File: src/bsha_pkg.sv
// Package for the board state hash accumulator.
// Opcodes, sequencer states, mixing constants and multiplier handshake structs.
// No dependencies.
package bsha_pkg;

	typedef enum logic [3:0] {
		OP_DIMS     = 4'd0,
		OP_STRBYTE  = 4'd1,
		OP_RULE_END = 4'd2,
		OP_DAMAGE   = 4'd3,
		OP_ID_END   = 4'd4,
		OP_HEALTH   = 4'd5,
		OP_LENGTH   = 4'd6,
		OP_BODY     = 4'd7,
		OP_FOOD     = 4'd8,
		OP_HAZARD   = 4'd9,
		OP_FINISH   = 4'd10
	} opcode_t;

	typedef enum logic [3:0] {
		S_IDLE,
		S_MIX_ADD,
		S_MUL1_GO,
		S_MUL1_WAIT,
		S_MUL2_GO,
		S_MUL2_WAIT,
		S_MIX_END,
		S_FNV_GO,
		S_FNV_WAIT
	} seq_state_t;

	localparam logic [63:0] MIX_GOLDEN = 64'h9e3779b97f4a7c15;
	localparam logic [63:0] MIX_MUL1   = 64'hbf58476d1ce4e5b9;
	localparam logic [63:0] MIX_MUL2   = 64'h94d049bb133111eb;
	localparam logic [63:0] FNV_BASIS  = 64'd14695981039346656037;
	localparam logic [63:0] FNV_PRIME  = 64'd1099511628211;

	localparam logic [63:0] TAG_RULE   = 64'h0000000100000000;
	localparam logic [63:0] TAG_DAMAGE = 64'h0000000200000000;
	localparam logic [63:0] TAG_ID     = 64'h0000000300000000;
	localparam logic [63:0] TAG_HEALTH = 64'h0000000400000000;
	localparam logic [63:0] TAG_LENGTH = 64'h0000000500000000;

	localparam logic [7:0] DOM_BODY   = 8'd1;
	localparam logic [7:0] DOM_FOOD   = 8'd2;
	localparam logic [7:0] DOM_HAZARD = 8'd3;

	typedef struct packed {
		logic        start;
		logic [63:0] a;
		logic [63:0] b;
	} mul_req_t;

	typedef struct packed {
		logic        busy;
		logic        done;
		logic [63:0] prod;
	} mul_rsp_t;

endpackage

File: src/bsha_mul64.sv
// Iterative 64x64 multiplier, low 64 bits of the product.
// One registered 32x32 multiplier, three partial products.
// Depends on bsha_pkg.
module bsha_mul64 (
	input  logic              clk,
	input  logic              arst_n,
	input  bsha_pkg::mul_req_t req,
	output bsha_pkg::mul_rsp_t rsp
);

	logic [63:0] a_q;
	logic [63:0] b_q;
	logic [63:0] acc_q;
	logic [63:0] p_q;
	logic [1:0]  cnt_q;
	logic        busy_q;
	logic        done_q;
	logic [31:0] op_x;
	logic [31:0] op_y;
	logic [63:0] part;

	always_comb begin
		case (cnt_q)
			2'd0: begin
				op_x = a_q[31:0];
				op_y = b_q[31:0];
			end
			2'd1: begin
				op_x = a_q[31:0];
				op_y = b_q[63:32];
			end
			default: begin
				op_x = a_q[63:32];
				op_y = b_q[31:0];
			end
		endcase
	end

	assign part = op_x * op_y;

	always_ff @(posedge clk or negedge arst_n) begin
		if (!arst_n) begin
			busy_q <= 1'b0;
			done_q <= 1'b0;
			cnt_q  <= 2'd0;
		end else begin
			done_q <= 1'b0;
			if (req.start) begin
				busy_q <= 1'b1;
				cnt_q  <= 2'd0;
			end else if (busy_q) begin
				cnt_q <= cnt_q + 2'd1;
				if (cnt_q == 2'd3) begin
					busy_q <= 1'b0;
					done_q <= 1'b1;
				end
			end
		end
	end

	always_ff @(posedge clk) begin
		if (req.start) begin
			a_q <= req.a;
			b_q <= req.b;
		end else if (busy_q) begin
			p_q <= part;
			case (cnt_q)
				2'd0: ;
				2'd1: acc_q <= p_q;
				default: acc_q <= acc_q + {p_q[31:0], 32'h0};
			endcase
		end
	end

	assign rsp.busy = busy_q;
	assign rsp.done = done_q;
	assign rsp.prod = acc_q;

endmodule

File: src/board_state_hash_accumulator.sv
// Board state hash accumulator: splitmix64-mixed keys XORed into a 64-bit hash,
// FNV-1a over string bytes. Depends on bsha_pkg and bsha_mul64.
//
//   channel  handshake              payload
//   in       in_valid / in_ready    opcode, coord_x, coord_y, snake_number,
//                                   word_value, text_byte
//   out      out_valid / out_ready  board_hash
//
// Every mix and FNV step runs on the shared multiplier (launch, then wait for done):
// one mix is add, two multiplies, fold; dims, rule_end, damage, id_end, health and
// length run one mix, body, food and hazard two, a nonzero string byte one multiply;
// finish, zero bytes and unused opcodes use no multiplier and stay in idle.
// Reset clears the hash, damage word and output valid, and loads the FNV basis.
// A pending result does not block non-finish transactions; finish waits on it.
module board_state_hash_accumulator (
	input  logic        clk,
	input  logic        arst_n,
	input  logic        in_valid,
	output logic        in_ready,
	input  logic [3:0]  opcode,
	input  logic signed [31:0] coord_x,
	input  logic signed [31:0] coord_y,
	input  logic [7:0]  snake_number,
	input  logic [31:0] word_value,
	input  logic [7:0]  text_byte,
	output logic        out_valid,
	input  logic        out_ready,
	output logic [63:0] board_hash
);

	bsha_pkg::seq_state_t state_q;
	bsha_pkg::seq_state_t state_d;
	bsha_pkg::mul_req_t   mul_req;
	bsha_pkg::mul_rsp_t   mul_rsp;

	logic [63:0] hash_accum_q;
	logic [63:0] text_hash_q;
	logic [31:0] damage_word_q;
	logic [63:0] v_q;
	logic [63:0] base_q;
	logic        two_pass_q;
	logic        out_valid_q;
	logic [63:0] board_hash_q;

	logic        in_acc;
	logic        is_finish;
	logic        out_free;
	logic [63:0] xy_key;
	logic [63:0] sn_key;
	logic [63:0] mix_out;

	assign out_free  = !out_valid_q || out_ready;
	assign is_finish = (opcode == bsha_pkg::OP_FINISH);
	assign in_ready  = (state_q == bsha_pkg::S_IDLE) && (out_free || !is_finish);
	assign in_acc    = in_valid && in_ready;
	assign xy_key    = {coord_x, coord_y};
	assign sn_key    = {24'h0, snake_number, 32'h0};
	assign mix_out   = v_q ^ (v_q >> 31);

	bsha_mul64 u_mul (
		.clk    (clk),
		.arst_n (arst_n),
		.req    (mul_req),
		.rsp    (mul_rsp)
	);

	always_comb begin
		state_d = state_q;
		case (state_q)
			bsha_pkg::S_IDLE: begin
				if (in_acc) begin
					case (opcode)
						bsha_pkg::OP_DIMS, bsha_pkg::OP_RULE_END, bsha_pkg::OP_DAMAGE,
						bsha_pkg::OP_ID_END, bsha_pkg::OP_HEALTH, bsha_pkg::OP_LENGTH,
						bsha_pkg::OP_BODY, bsha_pkg::OP_FOOD, bsha_pkg::OP_HAZARD:
							state_d = bsha_pkg::S_MIX_ADD;
						bsha_pkg::OP_STRBYTE:
							if (text_byte != 8'h0) state_d = bsha_pkg::S_FNV_GO;
						default: state_d = bsha_pkg::S_IDLE;
					endcase
				end
			end
			bsha_pkg::S_MIX_ADD:   state_d = bsha_pkg::S_MUL1_GO;
			bsha_pkg::S_MUL1_GO:   state_d = bsha_pkg::S_MUL1_WAIT;
			bsha_pkg::S_MUL1_WAIT: if (mul_rsp.done) state_d = bsha_pkg::S_MUL2_GO;
			bsha_pkg::S_MUL2_GO:   state_d = bsha_pkg::S_MUL2_WAIT;
			bsha_pkg::S_MUL2_WAIT: if (mul_rsp.done) state_d = bsha_pkg::S_MIX_END;
			bsha_pkg::S_MIX_END:
				state_d = two_pass_q ? bsha_pkg::S_MIX_ADD : bsha_pkg::S_IDLE;
			bsha_pkg::S_FNV_GO:    state_d = bsha_pkg::S_FNV_WAIT;
			bsha_pkg::S_FNV_WAIT:  if (mul_rsp.done) state_d = bsha_pkg::S_IDLE;
			default:               state_d = bsha_pkg::S_IDLE;
		endcase
	end

	always_comb begin
		mul_req.start = 1'b0;
		mul_req.a     = v_q ^ (v_q >> 30);
		mul_req.b     = bsha_pkg::MIX_MUL1;
		case (state_q)
			bsha_pkg::S_MUL1_GO: mul_req.start = 1'b1;
			bsha_pkg::S_MUL2_GO: begin
				mul_req.start = 1'b1;
				mul_req.a     = v_q ^ (v_q >> 27);
				mul_req.b     = bsha_pkg::MIX_MUL2;
			end
			bsha_pkg::S_FNV_GO: begin
				mul_req.start = 1'b1;
				mul_req.a     = v_q;
				mul_req.b     = bsha_pkg::FNV_PRIME;
			end
			default: mul_req.start = 1'b0;
		endcase
	end

	always_ff @(posedge clk or negedge arst_n) begin
		if (!arst_n) begin
			state_q       <= bsha_pkg::S_IDLE;
			hash_accum_q  <= 64'h0;
			text_hash_q   <= bsha_pkg::FNV_BASIS;
			damage_word_q <= 32'h0;
			two_pass_q    <= 1'b0;
			out_valid_q   <= 1'b0;
		end else begin
			state_q <= state_d;
			if (out_valid_q && out_ready) out_valid_q <= 1'b0;
			case (state_q)
				bsha_pkg::S_IDLE: begin
					if (in_acc) begin
						two_pass_q <= 1'b0;
						case (opcode)
							bsha_pkg::OP_RULE_END, bsha_pkg::OP_ID_END:
								text_hash_q <= bsha_pkg::FNV_BASIS;
							bsha_pkg::OP_DAMAGE: damage_word_q <= word_value;
							bsha_pkg::OP_BODY, bsha_pkg::OP_FOOD, bsha_pkg::OP_HAZARD:
								two_pass_q <= 1'b1;
							bsha_pkg::OP_FINISH: begin
								out_valid_q   <= 1'b1;
								hash_accum_q  <= 64'h0;
								text_hash_q   <= bsha_pkg::FNV_BASIS;
								damage_word_q <= 32'h0;
							end
							default: ;
						endcase
					end
				end
				bsha_pkg::S_MIX_END: begin
					if (two_pass_q) two_pass_q <= 1'b0;
					else hash_accum_q <= hash_accum_q ^ mix_out;
				end
				bsha_pkg::S_FNV_WAIT: if (mul_rsp.done) text_hash_q <= mul_rsp.prod;
				default: ;
			endcase
		end
	end

	always_ff @(posedge clk) begin
		case (state_q)
			bsha_pkg::S_IDLE: begin
				if (in_acc) begin
					case (opcode)
						bsha_pkg::OP_DIMS:     v_q <= xy_key;
						bsha_pkg::OP_STRBYTE:  v_q <= text_hash_q ^ {56'h0, text_byte};
						bsha_pkg::OP_RULE_END: v_q <= text_hash_q ^ bsha_pkg::TAG_RULE;
						bsha_pkg::OP_DAMAGE:   v_q <= {32'h0, word_value} ^ bsha_pkg::TAG_DAMAGE;
						bsha_pkg::OP_ID_END:
							v_q <= text_hash_q ^ sn_key ^ bsha_pkg::TAG_ID;
						bsha_pkg::OP_HEALTH:
							v_q <= {32'h0, word_value} ^ sn_key ^ bsha_pkg::TAG_HEALTH;
						bsha_pkg::OP_LENGTH:
							v_q <= {32'h0, word_value} ^ sn_key ^ bsha_pkg::TAG_LENGTH;
						bsha_pkg::OP_BODY: begin
							v_q    <= {32'h0, word_value};
							base_q <= xy_key ^ {40'h0, snake_number, bsha_pkg::DOM_BODY, 8'h0};
						end
						bsha_pkg::OP_FOOD: begin
							v_q    <= 64'h0;
							base_q <= xy_key ^ {48'h0, bsha_pkg::DOM_FOOD, 8'h0};
						end
						bsha_pkg::OP_HAZARD: begin
							v_q    <= {32'h0, damage_word_q};
							base_q <= xy_key ^ {48'h0, bsha_pkg::DOM_HAZARD, 8'h0};
						end
						default: ;
					endcase
					if (is_finish) board_hash_q <= hash_accum_q;
				end
			end
			bsha_pkg::S_MIX_ADD: v_q <= v_q + bsha_pkg::MIX_GOLDEN;
			bsha_pkg::S_MUL1_WAIT, bsha_pkg::S_MUL2_WAIT:
				if (mul_rsp.done) v_q <= mul_rsp.prod;
			bsha_pkg::S_MIX_END: if (two_pass_q) v_q <= base_q ^ mix_out;
			default: ;
		endcase
	end

	assign out_valid  = out_valid_q;
	assign board_hash = board_hash_q;

`ifndef NO_ASSERTIONS
	a_finish_emits: assert property (@(posedge clk) disable iff (!arst_n)
		in_acc && is_finish |=> out_valid && hash_accum_q == 64'h0
			&& text_hash_q == bsha_pkg::FNV_BASIS)
		else $error("finish did not emit a result and clear state");

	a_done_in_wait: assert property (@(posedge clk) disable iff (!arst_n)
		mul_rsp.done |-> state_q == bsha_pkg::S_MUL1_WAIT
			|| state_q == bsha_pkg::S_MUL2_WAIT || state_q == bsha_pkg::S_FNV_WAIT)
		else $error("multiplier finished outside a wait state");

	a_start_free: assert property (@(posedge clk) disable iff (!arst_n)
		mul_req.start |-> !mul_rsp.busy)
		else $error("multiplier restarted while busy");
`endif

endmodule
File: config.mk
export PLATFORM = sky130hd
export DESIGN_NAME = board_state_hash_accumulator
export DESIGN_NICKNAME = d
export VERILOG_FILES = /design/src/bsha_pkg.sv /design/src/bsha_mul64.sv /design/src/board_state_hash_accumulator.sv
export SDC_FILE = /design/constraint.sdc
export NUM_CORES = 2
export LEC_CHECK = 0
export BUFFER_PORTS_ARGS = -buffer_cell sky130_fd_sc_hd__buf_4
export CORE_ASPECT_RATIO = 2
export CORE_MARGIN = 1.5
export CORE_UTILIZATION = 30
export CTS_CLUSTER_SIZE = 25
export DETAILED_ROUTE_END_ITERATION = 12
export PLACE_DENSITY = 0.42
export SLEW_MARGIN = 20
export SYNTH_ARGS = -nofsm -noshare
export SYNTH_HDL_FRONTEND = slang
export SYNTH_SLANG_ARGS = --single-unit
File: constraint.sdc
create_clock -name clk -period 16.94 [get_ports clk]
set_clock_uncertainty 0.2 [all_clocks]
set_input_delay 3.388 -clock clk [delete_from_list [all_inputs] [get_ports clk]]
set_output_delay 3.388 -clock clk [all_outputs]
set_load 0.05 [all_outputs]
Yosys cells after proc, flatten, opt, wreduce, memory -nomap -nowiden
Index checks and enable logic that the tools add are counted.
{ "word_totals": {"mem_count": 0, "mem_bits_rw": 0, "latchBits": 0, "wordCells": 143, "inputBits": 120, "out_inout_bits": 66, "rom_bits": 0, "register_bits": 618} }
{ "classes": {"shifts": 0, "n_addsub": 3, "bitwise": 17, "n_lt_le_gt_ge": 0, "mux": 42, "n_reduce_logical": 33, "eq_ne": 31, "mul": 1, "div": 0} }
{ "op_table": {"columns": ["op", "count"], "rows": [
  ["$pmux W64 S10", 1],
  ["$mux W64", 8],
  ["$pmux W64 S2", 3],
  ["$pmux W128 S2", 1],
  ["$pmux W64 S4", 1],
  ["$pmux W64 S3", 1],
  ["$xor A64 B64 Y64", 2],
  ["$add A64 B64 Y64", 1],
  ["$add A64 B64 Y64 const B", 1],
  ["$mul A32 B32 Y64", 1],
  ["$mux W32", 2],
  ["$pmux W32 S2", 1],
  ["$xor A64 B24 Y64", 1],
  ["$xor A64 B33 Y64", 1],
  ["$xor A64 B34 Y64", 1],
  ["$xor A64 B37 Y64", 1],
  ["$xor A64 B40 Y64", 1],
  ["$xor A64 B8 Y64", 1],
  ["$xor A32 B40 Y40", 1],
  ["$pmux W4 S9", 1],
  ["$eq A4 B3 Y1 const B", 8],
  ["$mux W4", 5],
  ["$eq A4 B2 Y1 const B", 4],
  ["$eq A4 B4 Y1 const B", 4],
  ["other kinds (30)", 75]
]} }

Longest topological paths before layout
{ "depth": {"ltp_word": 7, "depth_mapped": 34, "ltp_nobuf": 32} }

Cells and area by module
Synthesis repeated with hierarchy kept, for this count alone.
{ "hier_totals": {"cells_unflattened": 6356, "hier_area_um2": 62638.8} }
{ "by_module_without_submodules": {"columns": ["mod", "cells_per_inst", "instances", "seq_area_each_um2", "area_each_um2"], "rows": [
  ["bsha_mul64", 4385, 1, 7787.5, 43008.7],
  ["board_state_hash_accumulator", 1971, 1, 9954.5, 19630.1]
]} }

Worst setup path before layout
No wires, ideal clock.
{ "synth_timing": {"path_kind": "register -> register", "start": "register state_q[2]", "end": "register u_mul.acc_q[0], enable pin", "n_path_buf": 1, "t_required_ns": 16.333, "setup_time_ns": 0.407, "t_arrival_ns": 12.433, "period_less_slack_ns": 13.040, "stages_incl_launch_ff": 7, "path_slack_ns": 3.900, "cell_sequence": "dfrtp_1 > clkbuf_1 > xor2_1 > nor2_1 > a211oi_1 > nor2b_1 > and2_1"} }
{ "synth_rtl": {"columns": ["element", "line_no", "rtl"], "rows": [
  ["from (decl)", "board_state_hash_accumulator.sv:31", "bsha_pkg::seq_state_t state_q;"],
  ["from (signal assigned)", "board_state_hash_accumulator.sv:118", "state_q <= bsha_pkg::S_IDLE;"],
  ["from (signal assigned)", "board_state_hash_accumulator.sv:125", "state_q <= state_d;"],
  ["to (signal assigned)", "bsha_mul64.sv:69", "2'd1: acc_q <= p_q;"],
  ["to (signal assigned)", "bsha_mul64.sv:70", "default: acc_q <= acc_q + {p_q[31:0], 32'h0};"],
  ["to (decl)", "bsha_mul64.sv:13", "logic [63:0] acc_q;"]
]} }

Worst setup path in the final report
{ "layout_timing": {"start": "register u_mul.cnt_q[0]", "end": "register u_mul.p_q[36] (data pin)"} }
{ "layout_via": {"elab_chain_len": 4, "elab_cells_between_ends": 6, "classes_between": "mul (1); eq/ne (1); mux (2); reduce/logical (2)"} }
{ "layout_rtl": {"columns": ["element", "line_no", "rtl"], "rows": [
  ["from (decl)", "bsha_mul64.sv:15", "logic [1:0] cnt_q;"],
  ["from (signal assigned)", "bsha_mul64.sv:52", "cnt_q <= cnt_q + 2'd1;"],
  ["$eq A2 B1 Y1 / $logic_not A2 Y1 (equally long branches)", "bsha_mul64.sv:23", "case (cnt_q)"],
  ["$reduce_or A2 Y1 (no line)", null, null],
  ["$mux W32", "bsha_mul64.sv:23", null],
  ["$mul A32 B32 Y64 *", "bsha_mul64.sv:39", "assign part = op_x * op_y;"],
  ["net u_mul.part[36]", "bsha_mul64.sv:20", "logic [63:0] part;"],
  ["to (signal assigned)", "bsha_mul64.sv:66", "p_q <= part;"],
  ["to (decl)", "bsha_mul64.sv:14", "logic [63:0] p_q;"]
]} }
The timed path passes the listed nets; every way through them passes the cells marked *.
A chain may end at the register's enable or synchronous reset.

==> impl_metrics.tcl <==
set metrics [dict create \
    p_int_mw 2.12 \
    hold_buffers 0 \
    p_switching_mw 0.669 \
    grt_pass1_vias 47200 \
    critPathMaxFanout 36 \
    required_ns 17.11 \
    finalPower_mw 2.79 \
    cts_made_buffers 50 \
    grt-ovfl-total 0 \
    synth_top_area_share_pct 28.0 \
    crit_type "reg2reg" \
    syn_area_mm2 0.0572 \
    clockBufferDepth 3 \
    io_pins 186 \
    power_switching_share_pct 24.0 \
    critPathBufInv 6 \
    die_area_mm2 0.194 \
    netlist_top_cells_area "fa_1 (28%), edfxtp_1 (20%), ha_1 (8.5%)" \
    leakage_nw 28.5 \
    initial_core_util_pct 30.2 \
    synth_nets 7056 \
    gp_congestion 0.973 \
    fin_ws_ns 5.42 \
    holdPathStages 0 \
    grt_max_degree 71 \
    antenna_found_initial 5 \
    yosysMostFrequentCell "inv_1" \
    cts_post_setup_buffers_inserted 0 \
    synth_common_cells "inv_1 (929), fa_1 (800), nor2_1 (586)" \
    first_pass_iters 6 \
    seqPwrFrac_pct 52.0 \
    slowest_stage "a2111oi_0" \
    start_kind "flop" \
    syn_area_per_cell_um2 9.96 \
    die_h_um 621 \
    dp_hpwl_um 233000 \
    yosysWarnings 0 \
    ys_seq_area_share_pct 27.9 \
    drc 0 \
    synth-main-ff-cell "edfxtp_1" \
    vias 43600 \
    setup-tns-final_ns 0 \
    core_area_mm2 0.189 \
    die_w_um 312 \
    area_delta_synth_final_pct 10.9 \
    grt_pass1_wl_um 382000 \
    cpPeakStageDelay_ns 0.63 \
    max-slew-margin-rel_pct 14.2 \
    place_area_mm2 0.0618 \
    routed_wl_um 281000 \
    viasPerCell 5.22 \
    r2r.worst_path.cells 29 \
    end_kind "flop" \
    yosysUniqueCellTypes 81 \
    finalHoldViolCount 0 \
    period_minus_slack_ns 11.52 \
    cp.depth 29 \
    synth_edf_count 389 \
    grt_usage_pct 28.8 \
    cts_sinks 559 \
    cts_root_buf "clkbuf_16" \
    dp_slack_ns 5.46 \
    hold_path_class "reg2reg" \
    async_flop_share_pct 30.4 \
    cts.clk_slew.worst_paths_ns 0.08 \
    max_freq_mhz 86.8 \
    arrival_ns 11.69 \
    power_frac_clock_pct 44.8 \
    htreeDepth 2 \
    yosys.area.top_type "fa_1" \
    drive_above_1_share_pct 8.36 \
    p_per_area_mw_per_mm2 44.0 \
    irDropWorstVdd_mv 0.0809 \
    rows 226 \
    ant_nets 0 \
    drv_cap 0 \
    ys_ff_latch 559 \
    clk_latency_ns 0.70 \
    run_status "finished clean" \
    rsz0062_at_grt "false" \
    portBuffers 185 \
    drtIter0Drc 3201 \
    tightest_slew_ns 1.28 \
    wl_per_cell_um 33.6 \
    drv_slew 0 \
    min_period_over_period_pct 68.0 \
    cts_tree "yes" \
    hold_ws_ns 0.266 \
    setup_violations 0 \
    p_comb_share_pct 3.2 \
    post_cts_resized 0 \
    crit_path_frequent_cell "fa_1" \
    synthCells 5745 \
    post-route-cell-area_mm2 0.0635 \
    final_nets 7108 \
    critPathTopFamily "adder cells" \
]
[worst reg2reg max path: cells and delay by family (launching register included)]
family / cells / cell delay (ns)
flops: 1 / 0.45
compound gates: 6 / 2.19
simple gates: 5 / 1.44
fa+ha+maj: 10 / 4.83
mux: 2 / 0.73
buf+inv: 6 / 1.39
[layout by cell type (no fill, tap or decap), types with 168 or more instances in the layout]
master / instances
a21oi_1: 235
buf_4: 299
edfxtp_1: 389
fa_1: 800
ha_1: 389
inv_1: 929
nand2_1: 464
nor2_1: 578
o21ai_0: 213
xnor2_1: 168
[logic make-up after synthesis]
family          synth area share, %
simple gates                   11.7
buf+inv                        8.12
fa+ha+maj                      36.5
compound gates                 10.1
flops                          27.9
xor+xnor                       4.68
mux                           0.877
[cell type report]
type	instances	area [um2]
Fill cell	19700	126000
Tap cell	2508	3140
Antenna cell	6	15.0
Sequential cell	559	16000
Timing Repair Buffer	301	2260
Clock inverter	33	362
Inverter	936	3510
Clock buffer	61	1320
Multi-Input combinational cell	3949	36900
[final timing paths]
path                             startpoint  slack, ns          endpoint
setup / recovery             u_mul.cnt_q[0]       5.42     u_mul.p_q[36]
hold / removal             hash_accum_q[54]       0.27    board_hash[54]
setup reg to reg             u_mul.cnt_q[0]       5.42     u_mul.p_q[36]
hold reg to reg            hash_accum_q[54]       0.27    board_hash[54]
max in group asynchronous            arst_n      11.81  hash_accum_q[19]
min in group asynchronous            arst_n       2.53        state_q[0]
[power groups by stage]
| stage | Combinational, mW | Clock [mW] | Sequential (mW) |
|---|---|---|---|
| 3_3_place_gp | 0.0897 | 0 | 1.48 |
| 6_report | 0.0901 | 1.25 | 1.45 |
| 2_1_floorplan | 0.0248 | 0 | 1.48 |
| 5_1_grt | 0.0937 | 1.31 | 1.45 |
| 3_5_place_dp | 0.0898 | 0 | 1.48 |
| 4_1_cts | 0.0900 | 1.27 | 1.45 |
[through the flow]
step	cells	util, %
detailed placement	8253	32.6
finish	8353	33.5
CTS	8347	33.5
global route	8348	33.5
floorplan	5745	-
global placement	8252	32.6
[routing by layer]
layer | track usage [%] | up-vias | routed length [um]
li1 | - | 18900 | -
met1 | 25.8 | 22400 | 84300
met2 | 54.3 | 1649 | 150000
met3 | 2.11 | 717 | 9110
met4 | 31.4 | 0 | 37200
met5 | 0 | - | 0
[flip-flops by register name, indices dropped and copies added, names as in the netlist]
name / count
u_mul.cnt_q: 2
v_q: 64
text_hash_q: 64
base_q: 64
state_q: 4
u_mul.p_q: 64
u_mul.acc_q: 64
out_valid: 1
u_mul.a_q: 64
damage_word_q: 32
u_mul.busy_q: 1
u_mul.b_q: 5
two_pass_q: 1
hash_accum_q: 64
board_hash: 64
u_mul.done_q: 1
No activity file was read; power rests on OpenSTA's default activity.
